## src/hdl/lisl_pkg.sv

```systemverilog
// Shared types for the longest increasing subsequence length unit.
// Used by lisl_cell, lisl_tally and the top level; depends on nothing.
package lisl_pkg;

  // Control part of the token that walks down the cell chain with each request.
  typedef struct packed {
    logic vld;       // token carries a request, not a bubble
    logic last;      // request closes the sequence
    logic placed;    // some cell has already taken the value
    logic appended;  // the value went into an empty cell (length grows)
  } tok_ctrl_t;

endpackage

```

## src/hdl/lisl_tally.sv

```systemverilog
// Chain end: keeps the subsequence length and sticky overflow flag and
// holds the result register. Uses lisl_pkg::tok_ctrl_t.
module lisl_tally #(
  parameter int unsigned MAX_LENGTH = 1024
) (
  input  logic                                 clk_i,
  input  logic                                 rst_ni,
  input  logic                                 adv_i,
  input  lisl_pkg::tok_ctrl_t                  ctrl_i,
  output logic                                 vld_o,
  output logic [$clog2(MAX_LENGTH+1)-1:0]      len_o,
  output logic                                 ovf_o,
  output logic                                 last_o
);

  localparam int unsigned LenW = $clog2(MAX_LENGTH + 1);

  logic [LenW-1:0] cnt_q, cnt_d, cnt_next;
  logic            ovf_q, ovf_d, ovf_next;
  logic            vld_q;
  logic [LenW-1:0] len_q;
  logic            ovf_out_q;
  logic            last_q;

  always_comb begin
    cnt_next = cnt_q + LenW'(ctrl_i.appended);
    ovf_next = ovf_q | !ctrl_i.placed;
    cnt_d    = cnt_q;
    ovf_d    = ovf_q;
    if (ctrl_i.vld) begin
      cnt_d = ctrl_i.last ? '0 : cnt_next;
      ovf_d = ctrl_i.last ? 1'b0 : ovf_next;
    end
  end

  always_ff @(posedge clk_i or negedge rst_ni) begin
    if (!rst_ni) begin
      cnt_q <= '0;
      ovf_q <= 1'b0;
      vld_q <= 1'b0;
    end else if (adv_i) begin
      cnt_q <= cnt_d;
      ovf_q <= ovf_d;
      vld_q <= ctrl_i.vld;
    end
  end

  always_ff @(posedge clk_i) begin
    if (adv_i && ctrl_i.vld) begin
      len_q     <= cnt_next;
      ovf_out_q <= ovf_next;
      last_q    <= ctrl_i.last;
    end
  end

  assign vld_o  = vld_q;
  assign len_o  = len_q;
  assign ovf_o  = ovf_out_q;
  assign last_o = last_q;

`ifndef SYNTHESIS
  a_cnt_range: assert property (@(posedge clk_i) disable iff (!rst_ni)
    cnt_q <= LenW'(MAX_LENGTH))
    else $error("length count beyond capacity");

  a_ovf_full: assert property (@(posedge clk_i) disable iff (!rst_ni)
    ovf_q |-> (cnt_q == LenW'(MAX_LENGTH)))
    else $error("overflow flag set while store not full");

  a_result_ovf_full: assert property (@(posedge clk_i) disable iff (!rst_ni)
    (vld_q && ovf_out_q) |-> (len_q == LenW'(MAX_LENGTH)))
    else $error("overflow reported with length below capacity");

  a_last_clears: assert property (@(posedge clk_i) disable iff (!rst_ni)
    (adv_i && ctrl_i.vld && ctrl_i.last) |=> (cnt_q == '0 && !ovf_q))
    else $error("sequence end did not clear the count");
`endif

endmodule

```

## config.mk

```make
export PLATFORM = sky130hd
export DESIGN_NAME = lisl_tally
export DESIGN_NICKNAME = d
export VERILOG_FILES = /design/src/hdl/lisl_pkg.sv /design/src/hdl/lisl_tally.sv
export SDC_FILE = /design/constraint.sdc
export NUM_CORES = 1
export LEC_CHECK = 0
export BUFFER_PORTS_ARGS = -buffer_cell sky130_fd_sc_hd__buf_2
export CORE_UTILIZATION = 45
export CTS_BUF_LIST = sky130_fd_sc_hd__clkbuf_2 sky130_fd_sc_hd__clkbuf_4 sky130_fd_sc_hd__clkbuf_8
export DETAILED_ROUTE_END_ITERATION = 16
export GPL_TIMING_DRIVEN = 0
export MAX_ROUTING_LAYER = met4
export PLACE_DENSITY_LB_ADDON = 0.25
export SLEW_MARGIN = 0
export SYNTH_ARGS = -nofsm -noshare
export SYNTH_HDL_FRONTEND = slang
export SYNTH_SLANG_ARGS = --single-unit
```

## constraint.sdc

```tcl
create_clock -name clk_i -period 4.21 [get_ports clk_i]
set_clock_uncertainty 0.15 [all_clocks]
set_input_delay 1.0525 -clock clk_i [delete_from_list [all_inputs] [get_ports clk_i]]
set_output_delay 1.0525 -clock clk_i [all_outputs]
set_load 0.03 [all_outputs]
```

# Yosys cells after proc, flatten, opt, wreduce, memory -nomap -nowiden
# Cells that the tools add are included.
dict set report totals {
  regBits 26
  output_inout_bits 14
  elab_cells 13
}
dict set report op_classes {
  add_sub_neg 1
  muxes 2
  bitwise_logic 1
  n_reduce_logical 3
}
# operator n
set ops {}
lappend ops {{11-bit by 1-bit adder with 11-bit output} 1}
lappend ops {{11-bit 2-to-1 mux} 1}
lappend ops {{2-bit AND reduction} 1}
lappend ops {{1-bit logical AND} 1}
lappend ops {{1-bit logical NOT} 1}
lappend ops {{1-bit 2-to-1 mux} 1}
lappend ops {{1-bit OR} 1}

# Depth between registers and ports, before layout
dict set report depth {
  depth_word 3
  mapped_depth 5
  depth_no_buf 5
}

# Least setup slack after synthesis
# Ideal clock, no wire load.
dict set report synth_path {
  kind {input to register}
  startpoint {input port ctrl_i[0] (netlist bit)}
  endpoint {register len_q[10] (netlist: len_o[10]) (data pin)}
  setup_ns 0.258
  arrival_time_ns 2.186
  setup_slack_ns 1.617
  path_stages 5
  n_path_buf 0
  cell_sequence {ha_1 > ha_1 > nand3_2 > or4_4 > xnor2_1}
}
dict set report synth_between {
  elab_chain_cells 1
}
# item line_no
set synth_lines {}
lappend synth_lines {{start: declaration} lisl_tally.sv:9} ;# input lisl_pkg::tok_ctrl_t ctrl_i,
lappend synth_lines {{11-bit by 1-bit adder with 11-bit output} lisl_tally.sv:26} ;# cnt_next = cnt_q + LenW'(ctrl_i.appended);
lappend synth_lines {{named net cnt_next[10]} lisl_tally.sv:18} ;# logic [LenW-1:0] cnt_q, cnt_d, cnt_next;
lappend synth_lines {{end signal: assignment} lisl_tally.sv:50} ;# len_q <= cnt_next;
lappend synth_lines {{end: declaration} lisl_tally.sv:21} ;# logic [LenW-1:0] len_q;
# The timed path passes the listed nets, and every way through them passes these cells.
# A chain may end at the register's enable or synchronous reset.

# Worst setup path after layout
# Ends and elaborated chain as after synthesis.

==> results.py <==
metrics = {
    "outcome": {
        "status": "finished, final reports clean",
    },
    "clocking": {
        "cts_resized": 0,
        "ctsHoldBuffers": 0,
        "clk_path_buf_depth": 2,
        "cts_setup_buffers": 0,
        "cts_tree": "yes",
        "ctsHtreeMaxLevel": 1,
        "clk_latency_ns": 0.33,
        "clockRootBuffer": "clkbuf_4",
        "cts_inserted_buffers": 3,
        "cts.sinks": 26,
        "path_clk_slew_ns": 0.14,
    },
    "drt": {
        "drt_iter0_markers": 23,
        "wl_mm": 2.21,
        "drtPass1Iterations": 4,
        "drc": 0,
        "viasPerCell": 5.55,
        "drtAntennaViolNets": 0,
        "vias": 888,
        "wl_per_cell_microns": 13.8,
    },
    "finish": {
        "final_area_sq_um": 1410,
        "syn2layout_area_growth_pct": 14.1,
        "n_fill_cell": 228,
        "antennaDiodeCount": 0,
        "utilization_pct": 55.8,
        "layout.nets": 140,
        "drive_above_1_share_pct": 24.6,
        "stdcell_count": 160,
    },
    "setup_path": {
        "r2r-start": "cnt_q[0]$_DFFE_PN0P_",
        "r2r_setup_slack_ns": 2.15,
        "worstPathArrival_ns": 2.43,
        "rr_endpoint": "len_o[10]$_DFFE_PP_",
        "critPathMaxFanout": 9,
        "end_kind": "register",
        "cp_common_cell": "ha_1",
        "worst_path_max_delay_cell": "or4_4",
        "start_kind": "input port",
        "worstRegToRegCells": 5,
        "criticalPathCategory": "in -> reg",
        "max_stage_delay_ns": 0.48,
        "crit_chain": "buf_2 -> ha_1 -> ha_1 -> nand3_2 -> or4_4 -> xnor2_1",
        "cp.required_ns": 4.17,
    },
    "global_route": {
        "grt_overflow_total": 0,
        "grt_max_degree": 15,
        "antenna_found_initial": 0,
        "grt_pass1_vias": 807,
        "grt_pass1_wl_mm": 3.77,
        "globalRouteTotalUtil_pct": 19.2,
    },
    "place": {
        "place_ws_ns": 1.38,
        "port_buffers": 20,
        "dp_hpwl_mm": 1.52,
        "gp_congestion": 0.862,
        "dpl-instance-area_sq_um": 1370,
        "placed_cells": 156,
    },
    "sta": {
        "min_period_ns": 2.47,
        "rsz0062_at_grt": "no",
        "drv_slew": 0,
        "setup_slack_ns": 1.74,
        "maxSlewHeadroom_pct": 64.6,
        "fin_crit_sh_pct": 58.8,
        "timing.hold.ws_ns": 0.356,
        "setup_viol": 0,
        "worstMarginPinSlew_ns": 0.530,
        "fmax_mhz": 404,
        "setup_tns_ns": 0,
        "finalHoldViolCount": 0,
    },
    "worst_hold_path": {
        "min_from": "cnt_q[0]$_DFFE_PN0P_",
        "holdPathEnd": "cnt_q[0]$_DFFE_PN0P_",
        "hp-class": "reg -> reg",
        "hold_depth": 2,
    },
    "flow_run": {
        "maxCapViolCount": 0,
    },
    "synth": {
        "synthFlopType": "edfxtp_1",
        "synth_area_leaders": "edfxtp_1 32%, dfrtp_1 26%, xnor2_1 5.0%, nand2_1 3.4%, nand2b_1 2.5%",
        "ys_ff_latch": 26,
        "async_reset_ff_share_pct": 50.0,
        "yosys.cell_types.count": 34,
        "post_synth.cell_area_avg_sq_um": 11.6,
        "yosys-top-cells-count": "13 x dfrtp_1, 13 x edfxtp_1, 11 x nand2_1",
        "syn_area_sq_um": 1230,
        "netlist_instances": 106,
        "synth_top_area_cell": "edfxtp_1",
        "yosys_warnings": 0,
        "synth_top_area_share_pct": 31.7,
        "syn_nets": 115,
        "seq_area_frac_synth_pct": 58.1,
        "synth_edf_count": 13,
    },
    "power": {
        "vdd_drop_max_mv": 0.226,
        "power.leakage_nw": 0.610,
        "power.total_uw": 492,
        "p_per_area_nw_per_um2": 350,
    },
    "floorplan": {
        "die_h_microns": 54.3,
        "initial_core_util_pct": 48.9,
        "dieWidth_microns": 54.3,
        "ioPinCount": 21,
        "core_sq_um": 2520,
        "dieArea_sq_um": 2950,
        "rows": 18,
    },
}
==> how the worst max path moves through the flow <==
stage                                      to  slack (ns)  cells past startpoint  startpoint
final                     len_o[10]$_DFFE_PP_        1.74                      6   ctrl_i[0]
after global routing      len_o[10]$_DFFE_PP_        1.66                      6   ctrl_i[0]
after CTS                 len_o[10]$_DFFE_PP_        1.75                      6   ctrl_i[0]
after detailed placement  len_o[10]$_DFFE_PP_        1.38                      6   ctrl_i[0]
after global placement    len_o[10]$_DFFE_PP_        1.39                      6   ctrl_i[0]
after floorplan           len_o[10]$_DFFE_PP_        1.62                      5   ctrl_i[0]
==> cells in the final DEF (no fill, tap or decap), types with 3 or more instances in the layout <==
| cell | count |
|---|---|
| buf_2 | 22 |
| dfrtp_1 | 13 |
| edfxtp_1 | 13 |
| nand2_1 | 11 |
| xnor2_1 | 7 |
| o21ai_0 | 6 |
| inv_1 | 5 |
| nand2b_1 | 5 |
| nand3_1 | 4 |
| nor2_1 | 4 |
| or4_1 | 3 |
| clkbuf_4 | 3 |
==> per-layer routing <==
metal	track usage, %	routed length, microns
met5	-	0
met4	12.0	53
met3	2.50	74
met2	27.2	1040
met1	26.0	1040
==> logic make-up (layout without fill, tap and decap cells) <==
logic type / Yosys count / count (layout) / synth area share, %
simple gates: 38 / 38 / 18.1
flops: 26 / 26 / 58.1
compound gates: 20 / 20 / 11.3
buf+inv: 11 / 35 / 4.16
xor+xnor: 9 / 9 / 6.40
fa+ha+maj: 2 / 2 / 2.03
==> critical path: cells and delay by family <==
| kind | cells | cell delay [ns] |
|---|---|---|
| and+or+nand+nor | 2 | 0.69 |
| adders and majority gates | 2 | 0.47 |
| xor gates and xnor gates | 1 | 0.14 |
| buffers and inverters | 1 | 0.08 |
==> registers in the layout, summed over array words and instances, names as in the netlist <==
name    cells
ovf_q       1
last_o      1
cnt_q      11
len_o      11
ovf_o       1
vld_o       1
==> cell type report <==
cell class	count	area [sq um]	share of cell area, %
Sequential cell	26	716	50.9
Multi-Input combinational cell	69	465	33.1
Timing Repair Buffer	20	100	7.12
Tap cell	30	37.5	2.67
Clock buffer	4	36.3	2.58
Buffer	6	32.5	2.31
Inverter	5	18.8	1.33
==> power breakdown <==
| group | leakage (nW) | total, mW | switching, mW | internal, mW |
|---|---|---|---|---|
| clock network | 0.0210 | 0.131 | 0.0780 | 0.0530 |
| logic | 0.300 | 0.0653 | 0.0440 | 0.0212 |
| registers | 0.289 | 0.296 | 0.0100 | 0.286 |
No activity file was read; power rests on OpenSTA's default activity.
