File: config.mk
export PLATFORM = sky130hd
export DESIGN_NAME = lisl_cell
export DESIGN_NICKNAME = d
export VERILOG_FILES = /design/src/hdl/lisl_pkg.sv /design/src/hdl/lisl_cell.sv
export SDC_FILE = /design/constraint.sdc
export NUM_CORES = 1
export LEC_CHECK = 0
export ABC_CLOCK_PERIOD_IN_PS = 9200
export BUFFER_PORTS_ARGS = -buffer_cell sky130_fd_sc_hd__buf_4
export CORE_AREA = 2 2 86 88
export CTS_CLUSTER_SIZE = 40
export DETAILED_ROUTE_END_ITERATION = 8
export DIE_AREA = 0 0 88 90
export PLACE_DENSITY = 0.68
export RECOVER_POWER = 25
export SLEW_MARGIN = 20
export SYNTH_ARGS = -nofsm -noshare
export SYNTH_HDL_FRONTEND = slang
export SYNTH_SLANG_ARGS = --single-unit
File: constraint.sdc
create_clock -name clk_i -period 9.2 [get_ports clk_i]
set_input_delay 1.84 -clock clk_i [delete_from_list [all_inputs] [get_ports clk_i]]
set_output_delay 1.84 -clock clk_i [all_outputs]
set_load 0.05 [all_outputs]
File: src/hdl/lisl_pkg.sv
// Shared types for the longest increasing subsequence length unit.
// Used by lisl_cell, lisl_tally and the top level; depends on nothing.
package lisl_pkg;

  // Control part of the token that walks down the cell chain with each request.
  typedef struct packed {
    logic vld;       // token carries a request, not a bubble
    logic last;      // request closes the sequence
    logic placed;    // some cell has already taken the value
    logic appended;  // the value went into an empty cell (length grows)
  } tok_ctrl_t;

endpackage

File: src/hdl/lisl_cell.sv
// One cell of the tail chain: holds one tail value and its occupancy bit.
// Uses lisl_pkg::tok_ctrl_t; instantiated in a row by the top level.
module lisl_cell #(
  parameter int unsigned VALUE_WIDTH = 32
) (
  input  logic                          clk_i,
  input  logic                          rst_ni,
  input  logic                          adv_i,
  input  logic                          strict_i,
  input  logic signed [VALUE_WIDTH-1:0] key_i,
  input  lisl_pkg::tok_ctrl_t           ctrl_i,
  output logic signed [VALUE_WIDTH-1:0] key_o,
  output lisl_pkg::tok_ctrl_t           ctrl_o
);

  logic signed [VALUE_WIDTH-1:0] tail_q, tail_d;
  logic signed [VALUE_WIDTH-1:0] key_q;
  logic                          used_q, used_d;
  lisl_pkg::tok_ctrl_t           ctrl_q, ctrl_d;
  logic                          hit;
  logic                          take;

  // The occupied cells form a prefix and the hit test is monotonic along it,
  // so the first cell that can take the value is the one that takes it.
  always_comb begin
    hit    = used_q && (strict_i ? (tail_q >= key_i) : (tail_q > key_i));
    take   = ctrl_i.vld && !ctrl_i.placed && (hit || !used_q);
    ctrl_d = ctrl_i;
    tail_d = tail_q;
    used_d = used_q;
    if (take) begin
      ctrl_d.placed = 1'b1;
      ctrl_d.appended = !used_q;
      tail_d = key_i;
      used_d = 1'b1;
    end
    if (ctrl_i.vld && ctrl_i.last) begin
      used_d = 1'b0;
    end
  end

  always_ff @(posedge clk_i or negedge rst_ni) begin
    if (!rst_ni) begin
      used_q <= 1'b0;
      ctrl_q <= '0;
    end else if (adv_i) begin
      used_q <= used_d;
      ctrl_q <= ctrl_d;
    end
  end

  always_ff @(posedge clk_i) begin
    if (adv_i) begin
      tail_q <= tail_d;
      key_q  <= key_i;
    end
  end

  assign key_o  = key_q;
  assign ctrl_o = ctrl_q;

`ifndef SYNTHESIS
  // A token that was already placed upstream must leave this cell untouched.
  // An empty cell's tail is not used by the hit test, so only its occupancy counts.
  a_placed_passes: assert property (@(posedge clk_i) disable iff (!rst_ni)
    (adv_i && ctrl_i.vld && ctrl_i.placed && !ctrl_i.last)
      |=> ($stable(used_q) && (!used_q || $stable(tail_q))))
    else $error("placed token modified a cell");
`endif

endmodule

======== Yosys cells after proc, flatten, opt, wreduce, memory -nomap -nowiden ========
Index checks and enable logic that the tools add are counted.
Widths: inputs -> output; s select.
storage, ports and cells
  memories kept ........................... 0
  bits in writable memories ............... 0
  latch bits .............................. 0
  logic and storage cells ................. 23
  bits of input ports ..................... 40
  bits in read-only memories .............. 0
  flip-flop bits (word level) ............. 69
cells by class
  reductions and logical operators ........ 10
  div/mod/pow operators ................... 0
  order comparisons ....................... 2
  mux-type cells .......................... 4
  add/subtract/negate cells ............... 0
  bitwise logic cells ..................... 0
  equal/unequal tests ..................... 0
  shifts and indexed selects .............. 0
  $mul .................................... 0
operators by type and width
  kind               count
  $ge 32x32->1       1
  $gt 32x32->1       1
  $logic_and 1x1->1  4
  $reduce_and 2->1   2
  $mux 1             3
  $logic_not 1->1    2
  $mux 2             1
  $reduce_bool 2->1  1
  $logic_or 1x1->1   1

======== Longest topological paths before layout ========
Gate-level depths: netlist of the first run.
  depth in word-level cells ............... 7
  mapped depth ............................ 8

======== Least setup slack after synthesis of the first run ========
No wires, ideal clock.
  path type ............................... input to register
  start ................................... input port key_i[14]
  end ..................................... register tail_q[0] (enable)
  path buffers ............................ 0
  data required time ...................... 8.777 ns
  slack ................................... 4.275 ns
  data arrival time ....................... 4.503 ns
  stages on the path ...................... 7
  path through ............................ inv_1 -> ha_1 -> nand4_2 -> a2111o_1 -> a31oi_2 -> nand2_1 -> a311oi_2
between the ends
  word-level cells in the longest chain between the ends .. 6
  elaborated cells on any way between the ends .. 7
RTL lines
  item                                                 RTL line         RTL
  start, declared                                      lisl_cell.sv:10  input logic signed [VALUE_WIDTH-1:0] key_i,
  $gt 32x32->1 / $ge 32x32->1 (equally long branches)  lisl_cell.sv:26  hit = used_q && (strict_i ? (tail_q >= key_i) : (tail_q > key_i));
  $mux 1 (*)                                           lisl_cell.sv:26
  $logic_and 1x1->1 (*)                                lisl_cell.sv:26
  $logic_or 1x1->1 (*)                                 lisl_cell.sv:27  take = ctrl_i.vld && !ctrl_i.placed && (hit || !used_q);
  $logic_and 1x1->1 (*)                                lisl_cell.sv:27
  $reduce_and 2->1 (no source line) (*)                -
  end signal, assigned                                 lisl_cell.sv:54  tail_q <= tail_d;
  end, declared                                        lisl_cell.sv:16  logic signed [VALUE_WIDTH-1:0] tail_q, tail_d;
Mark *: on every way between the ends. The rest lies on a longest branch, timed or not.
A chain may end at the register's enable or synchronous reset.

======== Worst setup path after layout of the first run ========
  start ................................... input port key_i[13]
  end ..................................... register tail_q[19] (enable)
The elaborated chain is that of the path after synthesis.

==> run metrics, run 1 <==
Vias=1,889; worst-path fanout max=32; area grow syn2layout=26.5%; final hold vios=0; final setup fails=0; main area contributors after synthesis=edfxtp_1 63%, ha_1 13%, dfrtp_1 4.1%; number of buffers added on ports=75; Num Clock Sinks=69; Layout Cells excl Fill=399; Hold Crit Class=flop to flop; crit path launch type=primary input; dpl cells=383; PostCTS Resize Cnt=0; core area=7020 µm²; top-count cell post-synth=edfxtp_1; Root Buffer=clkbuf_8; drt drc=0; Post-synth EDFFs=64; vias in the first global route=1,893; post-route setup TNS=0 ps; setup ws final=5210 ps; antenna cell count=0; Synth Instances=209; Relative slew margins=0.672; Crit path required time=9200 ps; WL/cell=13.5 µm; Sequential Area=2050 µm²; die area=7920 µm²; filler cell count in the final layout=613; worst slack, placed=4850 ps; clk slew on worst S/H paths=70 ps; worst path arrival time=3990 ps; clock insertion delay at the later pin of the skew report=350 ps; synth cell count leaders=64 x edfxtp_1, 33 x inv_1, 32 x ha_1, 15 x a21oi_1, 11 x nand2_1; largest net degree at the start of global routing=40; worst slew pin tran=492 ps; Post-DRT Antenna Nets=0; CTS tree=done; ratio of final minimum period to clock period=0.433; Final Max Slew Viols=0; sequential element share of the synthesized area=0.670; Peak Freq=251 MHz; synthesized cell area=3050 µm²; largest family of logic cells by synthesized area=adder cells; die height=90 µm; complex-gate fraction of the synthesized area=0.0754; starting density of the core=0.435; synth warn=0; Longest Clk Path Bufs=2; htree depth=3; IO Pins=76; total detailed-routing wirelength=5380 µm; area leader, netlist=edfxtp_1; Setup Skew=8.50 ps; Lkg Pwr=1.60 nW; mux cell area share after synthesis=0.00696; max cap viols=0; Synth Area in Simple Gates=0.0746; mean area per synthesized cell=14.6 µm²; Peak VDD IR=0.0949 mV; initial antenna violation count=0; GRT overflow=0; DP HPWL=3940 µm; CTS Buf Count=9; Final min period=3990 ps; DR iter-0 viols=84; synthesis-stage register bit count=69; syn nets=281; fraction of registers with async set/reset=0.0725; overall power=0.730 mW; FP Rows=31; routability-driven placement congestion ratio=0.761; GRT Resource Usage Total=0.147; multi-input combinational cell area=891 µm²; status=finished clean; Post-Synth XOR/XNOR Area=0; Crit Path Category=primary input to flop; Synth cell types=32; RSZ-0062 raised after global routing=false; first-pass GRT wire length=8650 µm; fin nets=367; Post-synth top flop=edfxtp_1; via/cell ratio=4.73; pwr/cell area=189 nW/µm²; Setup crit end kind=flop; Post-CTS Hold Fix Bufs=0; Post-Synth Adder-Cell Area=0.131; # Post-CTS Setup Buffers=0; fraction of post-synthesis cell area in the top cell type by area=0.629; share of cells above drive strength 1=0.257; TritonRoute pass-1 iters=4; Chip Width=88 µm
==> cell usage in the layout, fill, tap and decap left out, types with 6 or more instances in the layout <==
master and count:
edfxtp_1 64, buf_4 54, inv_1 33, ha_1 32, clkbuf_1 22, a21oi_1 15
nand2_1 11, nor2_1 10, clkbuf_8 9, nand4_1 6, o21ai_0 6
==> layout make-up <==
type	count	share of cell area
multi-input combinational	106	0.231
clock buffer	9	0.0321
tap	99	0.0321
sequential	69	0.530
clock inverter	7	0.0172
timing repair buffer	76	0.126
inverter	33	0.0321
==> routing by layer <==
metal	track usage	part of all wire	routed length [µm]
met1	0.174	0.42	2260
met2	0.230	0.49	2620
met3	0.0551	0.068	364
met4	0.0769	0.025	134
met5	0	0	0
==> per-stage QoR <==
step	area [µm²]	hold WS (ps)	util
2_1_floorplan	3050	599	-
3_3_place_gp	3760	496	0.535
3_5_place_dp	3760	501	0.535
4_1_cts	3950	520	0.562
5_1_grt	3860	542	0.550
6_report	3860	513	0.550
==> path summary, 6_finish.rpt <==
check	startpoint	endpoint	slack [ps]	cells after the start
max in group asynchronous	rst_ni	ctrl_o[1]	7650	1
worst min register to register	ctrl_o[2]	ctrl_o[2]	510	1
worst min-delay path	ctrl_o[2]	ctrl_o[2]	510	1
min in group asynchronous	rst_ni	ctrl_o[2]	1330	1
worst max-delay path	key_i[13]	tail_q[19]	5210	10
worst max register to register	tail_q[14]	tail_q[19]	6480	8
==> cells by family after synthesis <==
kind of cell             Yosys count
multiplexers                       2
AND/OR/NAND/NOR                   37
AO/OA/AOI/OAI                     35
flip-flops                        69
adder cells (fa/ha/maj)           32
buffers and inverters             34
==> report_power, final <==
part           total (mW)  internal (mW)  switching, mW
clock               0.237          0.123          0.114
sequential          0.371          0.364        0.00715
combinational       0.122         0.0388         0.0829
total               0.730          0.526          0.204
==> critical path, cell delays in order <==
cell      delay (ps)
clkbuf_1         120
inv_1             60
ha_1             300
nand4_2          170
nor4_2           360
nor3_1            90
a31oi_2          230
nand2_1          120
a311oi_4         260
buf_4            420
==> state kept, by name, summed over array words and instances, names as in the netlist <==
| name | cells |
|---|---|
| ctrl_o | 4 |
| key_o | 32 |
| tail_q | 32 |
| used_q | 1 |
No activity file was read; power rests on OpenSTA's default activity.
==> inputs of run 2 (changes only) <==
--- a/config.mk
+++ b/config.mk
@@ -5,13 +5,14 @@
 export SDC_FILE = /design/constraint.sdc
 export NUM_CORES = 1
 export LEC_CHECK = 0
-export ABC_CLOCK_PERIOD_IN_PS = 9200
+export ABC_AREA = 1
+export ABC_CLOCK_PERIOD_IN_PS = 3400
 export BUFFER_PORTS_ARGS = -buffer_cell sky130_fd_sc_hd__buf_4
 export CORE_AREA = 2 2 86 88
 export CTS_CLUSTER_SIZE = 40
 export DETAILED_ROUTE_END_ITERATION = 8
 export DIE_AREA = 0 0 88 90
-export PLACE_DENSITY = 0.68
+export PLACE_DENSITY = 0.71
 export RECOVER_POWER = 25
 export SLEW_MARGIN = 20
 export SYNTH_ARGS = -nofsm -noshare
==> constraint.sdc (replaced) <==
create_clock -name clk_i -period 3.4 [get_ports clk_i]
set_input_delay 0.68 -clock clk_i [delete_from_list [all_inputs] [get_ports clk_i]]
set_output_delay 0.68 -clock clk_i [all_outputs]
set_load 0.05 [all_outputs]
==> run metrics, run 2 <==
Post-DRT Antenna Nets=0 (unchanged); worst-path fanout max=16 (was 32); worst path arrival time=2490 ps (was 3990 ps); synthesized cell area=3070 µm² (was 3050 µm²); # Post-CTS Setup Buffers=0 (unchanged); die area=7920 µm² (unchanged); Chip Width=88 µm (unchanged); clk slew on worst S/H paths=70 ps (about the same); largest net degree at the start of global routing=38 (was 40); status=finished clean (unchanged); Setup Skew=7.07 ps (was 8.50 ps); syn nets=314 (was 281); Hold Crit Class=primary input to async pin (was flop to flop); Relative slew margins=0.675 (was 0.672); core area=7020 µm² (unchanged); PostCTS Resize Cnt=0 (unchanged); IO Pins=76 (unchanged); CTS tree=done (unchanged); synth cell count leaders=64 x edfxtp_1, 46 x nand2_1, 45 x inv_1, 32 x ha_1, 14 x a21oi_1 (was 64 x edfxtp_1, 33 x inv_1, 32 x ha_1, 15 x a21oi_1, 11 x nand2_1); Num Clock Sinks=69 (unchanged); Post-synth EDFFs=64 (unchanged); worst slack, placed=621 ps (was 4850 ps); RSZ-0062 raised after global routing=false (unchanged); FP Rows=31 (unchanged); CTS Buf Count=9 (unchanged); DP HPWL=3840 µm (was 3940 µm); Peak Freq=407 MHz; Design Area, Final=3910 µm² (was 3860 µm²); total detailed-routing wirelength=5310 µm (was 5380 µm); DR iter-0 viols=58 (was 84); most frequent cells in the layout=64 x edfxtp_1, 56 x buf_4, 46 x nand2_1 (was 64 x edfxtp_1, 54 x buf_4, 33 x inv_1); Vias=1,920 (was 1,889); Peak VDD IR=0.245 mV (was 0.0949 mV); Setup crit end kind=flop (unchanged); fin nets=402 (was 367); via/cell ratio=4.42 (was 4.73); share of cells above drive strength 1=0.245 (was 0.257); die height=90 µm (unchanged); mux cell area share after synthesis=0 (was 0.00696); dpl cells=418 (was 383); fraction of post-synthesis cell area in the top cell type by area=0.625 (was 0.629); GRT Resource Usage Total=0.152 (was 0.147); crit path launch type=primary input (unchanged); Sequential Area=2050 µm² (unchanged); Critical Path Sink=tail_q[5] (was tail_q[19]); fraction of registers with async set/reset=0.0725 (unchanged); synthesis-stage register bit count=69 (unchanged); initial antenna violation count=0 (unchanged); GRT overflow=0 (unchanged); max cap viols=0 (unchanged); setup ws final=941 ps (was 5210 ps); reg2reg setup slack=1100 ps (was 6480 ps); htree depth=3 (unchanged); multi-input combinational cell area=851 µm² (was 891 µm²); Layout Cells excl Fill=434 (was 399); vias in the first global route=1,979 (was 1,893); main area contributors after synthesis=edfxtp_1 63%, ha_1 13%, nand2_1 5.6% (was edfxtp_1 63%, ha_1 13%, dfrtp_1 4.1%); WL/cell=12.2 µm (was 13.5 µm); Root Buffer=clkbuf_8 (unchanged); routability-driven placement congestion ratio=0.730 (was 0.761); reg-to-reg startpoint=tail_q[31] (was tail_q[14]); Crit Reg-Reg Endpoint=tail_q[5] (was tail_q[19]); first-pass GRT wire length=9050 µm (was 8650 µm); sequential element share of the synthesized area=0.666 (was 0.670); Crit path required time=3440 ps (was 9200 ps); Post-Synth Adder-Cell Area=0.130 (was 0.131); Post-CTS Hold Fix Bufs=0 (unchanged); most common cell after layout, fill and taps aside=edfxtp_1 (unchanged); final hold vios=0 (unchanged); CP startpoint=key_i[31] (was key_i[13]); number of buffers added on ports=75 (unchanged); TritonRoute pass-1 iters=4 (unchanged); complex-gate fraction of the synthesized area=0.0395 (was 0.0754); Post-synth top flop=edfxtp_1 (unchanged); Placement Cell Area=3780 µm² (was 3760 µm²); antenna cell count=0 (unchanged); Synth Instances=242 (was 209); Post-Synth XOR/XNOR Area=0 (unchanged); area leader, netlist=edfxtp_1 (unchanged); Synth cell types=21 (was 32); Crit Path Category=primary input to flop (unchanged); worst slew pin tran=487 ps (was 492 ps); pwr/cell area=522 nW/µm² (was 189 nW/µm²); ratio of final minimum period to clock period=0.723; post-route setup TNS=0 ps (unchanged); Lkg Pwr=1.77 nW (was 1.60 nW); area grow syn2layout=27.2% (was 26.5%); synth warn=0 (unchanged); drt drc=0 (unchanged); mean area per synthesized cell=12.7 µm² (was 14.6 µm²); Final min period=2460 ps; final setup fails=0 (unchanged); largest family of logic cells by synthesized area=adder cells (unchanged); filler cell count in the final layout=609 (was 613); Longest Clk Path Bufs=2 (unchanged); starting density of the core=0.438 (was 0.435); Synth Area in Simple Gates=0.107 (was 0.0746); clock insertion delay at the later pin of the skew report=340 ps (was 350 ps); Final Max Slew Viols=0 (unchanged); Worst R2R Path Depth=12 (was 8); top-count cell post-synth=edfxtp_1 (unchanged)
run 2: worst min path at each step:
stage                      endpoint  slack, ps  depth (start not counted)
after floorplan           ctrl_o[0]        380                          0
after global placement    ctrl_o[2]        460                          2
after detailed placement  ctrl_o[2]        470                          2
after CTS                 ctrl_o[2]        110                          1
after global routing      ctrl_o[1]        180                          1
final                     ctrl_o[2]        180                          1
run 2: routing by layer:
metal / part of all wire / vias up / global-route usage
met4: 0.024 / 0 / 0.0808
met3: 0.055 / 11 / 0.0478
met2: 0.47 / 48 / 0.222
li1: - / 990 / -
met5: 0 / - / 0
met1: 0.45 / 871 / 0.200
run 2: cell type report:
class	instances	area share
Inverter	47	0.0451
Multi-Input combinational cell	126	0.218
Clock buffer	9	0.0317
Timing Repair Buffer	77	0.128
Sequential cell	69	0.523
Tap cell	99	0.0317
Clock inverter	7	0.0230
run 2: kinds of logic after synthesis:
logic type | count (synthesis)
AOI/OAI and AO/OA | 22
DFF | 69
buffers and inverters | 47
adders and majority gates | 32
and+or+nand+nor | 72
run 2: stage by stage:
stage | hold WS, ps | util | total power, mW
3_3_place_gp | 461 | 0.538 | 1.35
2_1_floorplan | 384 | - | 1.23
4_1_cts | 111 | 0.568 | 2.08
3_5_place_dp | 467 | 0.538 | 1.36
6_report | 181 | 0.557 | 2.04
5_1_grt | 182 | 0.557 | 2.14
run 2: worst max-delay path, stage by stage:
cell	delay (ps)
clkbuf_1	130
inv_1	60
ha_1	340
a21oi_1	160
o21a_1	140
nand2_1	50
a21oi_1	180
nand2_1	80
nand2_1	70
nand3_2	60
nand2_2	80
nand3_2	90
inv_1	110
buf_4	250
run 2: report_power, final:
| group | internal [mW] | leakage (nW) | switching, mW |
|---|---|---|---|
| clock | 0.409 | 0.107 | 0.308 |
| combinational | 0.103 | 0.996 | 0.223 |
| sequential | 0.984 | 0.665 | 0.0157 |
| total | 1.50 | 1.77 | 0.547 |
==> inputs of run 3 (changes only) <==
--- a/config.mk
+++ b/config.mk
@@ -5,14 +5,14 @@
 export SDC_FILE = /design/constraint.sdc
 export NUM_CORES = 1
 export LEC_CHECK = 0
-export ABC_AREA = 1
-export ABC_CLOCK_PERIOD_IN_PS = 3400
+export ABC_AREA = 0
+export ABC_CLOCK_PERIOD_IN_PS = 2300
 export BUFFER_PORTS_ARGS = -buffer_cell sky130_fd_sc_hd__buf_4
 export CORE_AREA = 2 2 86 88
 export CTS_CLUSTER_SIZE = 40
 export DETAILED_ROUTE_END_ITERATION = 8
 export DIE_AREA = 0 0 88 90
-export PLACE_DENSITY = 0.71
+export PLACE_DENSITY = 0.68
 export RECOVER_POWER = 25
 export SLEW_MARGIN = 20
 export SYNTH_ARGS = -nofsm -noshare
==> constraint.sdc (replaced) <==
create_clock -name clk_i -period 2.3 [get_ports clk_i]
set_input_delay 0.46 -clock clk_i [delete_from_list [all_inputs] [get_ports clk_i]]
set_output_delay 0.46 -clock clk_i [all_outputs]
set_load 0.05 [all_outputs]
==> run metrics, run 3 (synthesized netlist as in run 1, its figures left out) <==
status=finished with violations (was finished clean); failing checks=negative setup slack; die area=7920 µm² (unchanged); Peak VDD IR=0.352 mV (was 0.245 mV); routability-driven placement congestion ratio=0.756 (was 0.730); GRT Resource Usage Total=0.156 (was 0.152); most common cell after layout, fill and taps aside=buf_4 (was edfxtp_1); Longest Clk Path Bufs=2 (unchanged); clk slew on worst S/H paths=70 ps (about the same); fin nets=397 (was 402); FP Rows=31 (unchanged); Setup crit end kind=flop (unchanged); IO Pins=76 (unchanged); vias in the first global route=2,041 (was 1,979); total detailed-routing wirelength=5860 µm (was 5310 µm); crit path launch type=flop (was primary input); worst-path fanout max=8 (was 16); Final Max Slew Viols=0 (unchanged); Setup Skew=7.05 ps (was 7.07 ps); worst path arrival time=2560 ps (was 2490 ps); setup ws final=-217 ps (was 941 ps); max cap viols=0 (unchanged); pwr/cell area=674 nW/µm² (was 522 nW/µm²); TritonRoute pass-1 iters=4 (unchanged); worst slew pin tran=348 ps (was 487 ps); CTS Buf Count=9 (unchanged); ratio of final minimum period to clock period=1.09; core area=7020 µm² (unchanged); die height=90 µm (unchanged); multi-input combinational cell area=1000 µm² (was 851 µm²); GRT overflow=0 (unchanged); Peak Freq=397 MHz; WHS Path Cells=2; largest net degree at the start of global routing=27 (was 38); final hold vios=0 (unchanged); RSZ-0062 raised after global routing=true (was false); filler cell count in the final layout=561 (was 609); Crit Path Category=flop to flop (was primary input to flop); htree depth=3 (unchanged); drt drc=0 (unchanged); via/cell ratio=4.74 (was 4.42); Num Clock Sinks=69 (unchanged); initial antenna violation count=0 (unchanged); Hold Crit Class=primary input to flop (was primary input to async pin); most frequent cells in the layout=83 x buf_4, 64 x edfxtp_1, 27 x inv_1 (was 64 x edfxtp_1, 56 x buf_4, 46 x nand2_1); clock insertion delay at the later pin of the skew report=330 ps (was 340 ps); Vias=2,035 (was 1,920); Relative slew margins=0.768 (was 0.675); number of buffers added on ports=75 (unchanged); area grow syn2layout=38.3% (was 27.2%); WL/cell=13.7 µm (was 12.2 µm); CTS tree=done (unchanged); final setup fails=32 (was 0); Sequential Area=2050 µm² (unchanged); starting density of the core=0.435 (was 0.438); antenna cell count=0 (unchanged); first-pass GRT wire length=9300 µm (was 9050 µm); DR iter-0 viols=80 (was 58); Crit path required time=2340 ps (was 3440 ps); Final min period=2520 ps; Lkg Pwr=1.76 nW (was 1.77 nW); Worst R2R Path Depth=9 (was 12); Root Buffer=clkbuf_8 (unchanged); post-route setup TNS=-6500 ps (was 0 ps); share of cells above drive strength 1=0.373 (was 0.245); Chip Width=88 µm (unchanged); Post-DRT Antenna Nets=0 (unchanged); DP HPWL=4270 µm (was 3840 µm); worst slack, placed=-457 ps (was 621 ps)
-- run 3: where the power goes --
group | leakage [nW] | switching (mW) | internal, mW | total [mW]
sequential | 0.664 | 0.0300 | 1.46 | 1.49
clock | 0.0784 | 0.406 | 0.390 | 0.797
combinational | 1.01 | 0.356 | 0.209 | 0.564
total | 1.76 | 0.792 | 2.05 | 2.85
-- run 3: routing by layer --
layer,global-route usage,routed length [µm],up-vias
met5,0,0,-
met4,0.0577,100,0
met3,0.0413,252,8
met2,0.249,2860,52
met1,0.201,2650,959
li1,-,-,1016
-- run 3: area by class of cell --
cell class / count / share of cell area
Clock buffer: 14 / 0.0338
Multi-Input combinational cell: 106 / 0.237
Sequential cell: 69 / 0.484
Inverter: 33 / 0.0311
Timing Repair Buffer: 106 / 0.182
Tap cell: 99 / 0.0293
Clock inverter: 2 / 0.00237
-- run 3: worst paths after layout --
| path | from | endpoint | slack (ps) |
|---|---|---|---|
| max reg2reg | tail_q[1] | tail_q[13] | -220 |
| max | tail_q[1] | tail_q[13] | -220 |
| max in group asynchronous | rst_ni | ctrl_o[1] | 1720 |
| min | ctrl_i[2] | used_q | 330 |
| min reg2reg | ctrl_o[2] | ctrl_o[2] | 530 |
| min in group asynchronous | rst_ni | ctrl_o[2] | 470 |
-- run 3: timing repair --
action,in CTS,in global routing
setup endpoints to repair,32,33
hold endpoints to repair,5,0
resized for setup,11,4
pin swaps,7,0
hold buffers,1,0
setup buffers,3,1
gates cloned,2,0
-- run 3: critical path: stages, from the launching register on --
cell and delay [ps]:
edfxtp_1 410, ha_4 280, nor2b_1 120, o211ai_1 90, a2111o_1 380, a31oi_2 220
nand2_1 120, a311oi_4 300, buf_6 170, buf_8 140
-- run 3: metrics by stage --
step / hold WS (ps) / utilization / cell area, µm² / total power [mW] / std cells
after floorplan: 164 / - / 3170 / 1.84 / 209
after global placement: 264 / 0.575 / 4040 / 2.06 / 407
after detailed placement: 265 / 0.575 / 4040 / 2.07 / 407
after CTS: 306 / 0.609 / 4270 / 2.89 / 429
after global routing: 334 / 0.602 / 4230 / 2.97 / 429
final: 327 / 0.602 / 4230 / 2.85 / 429
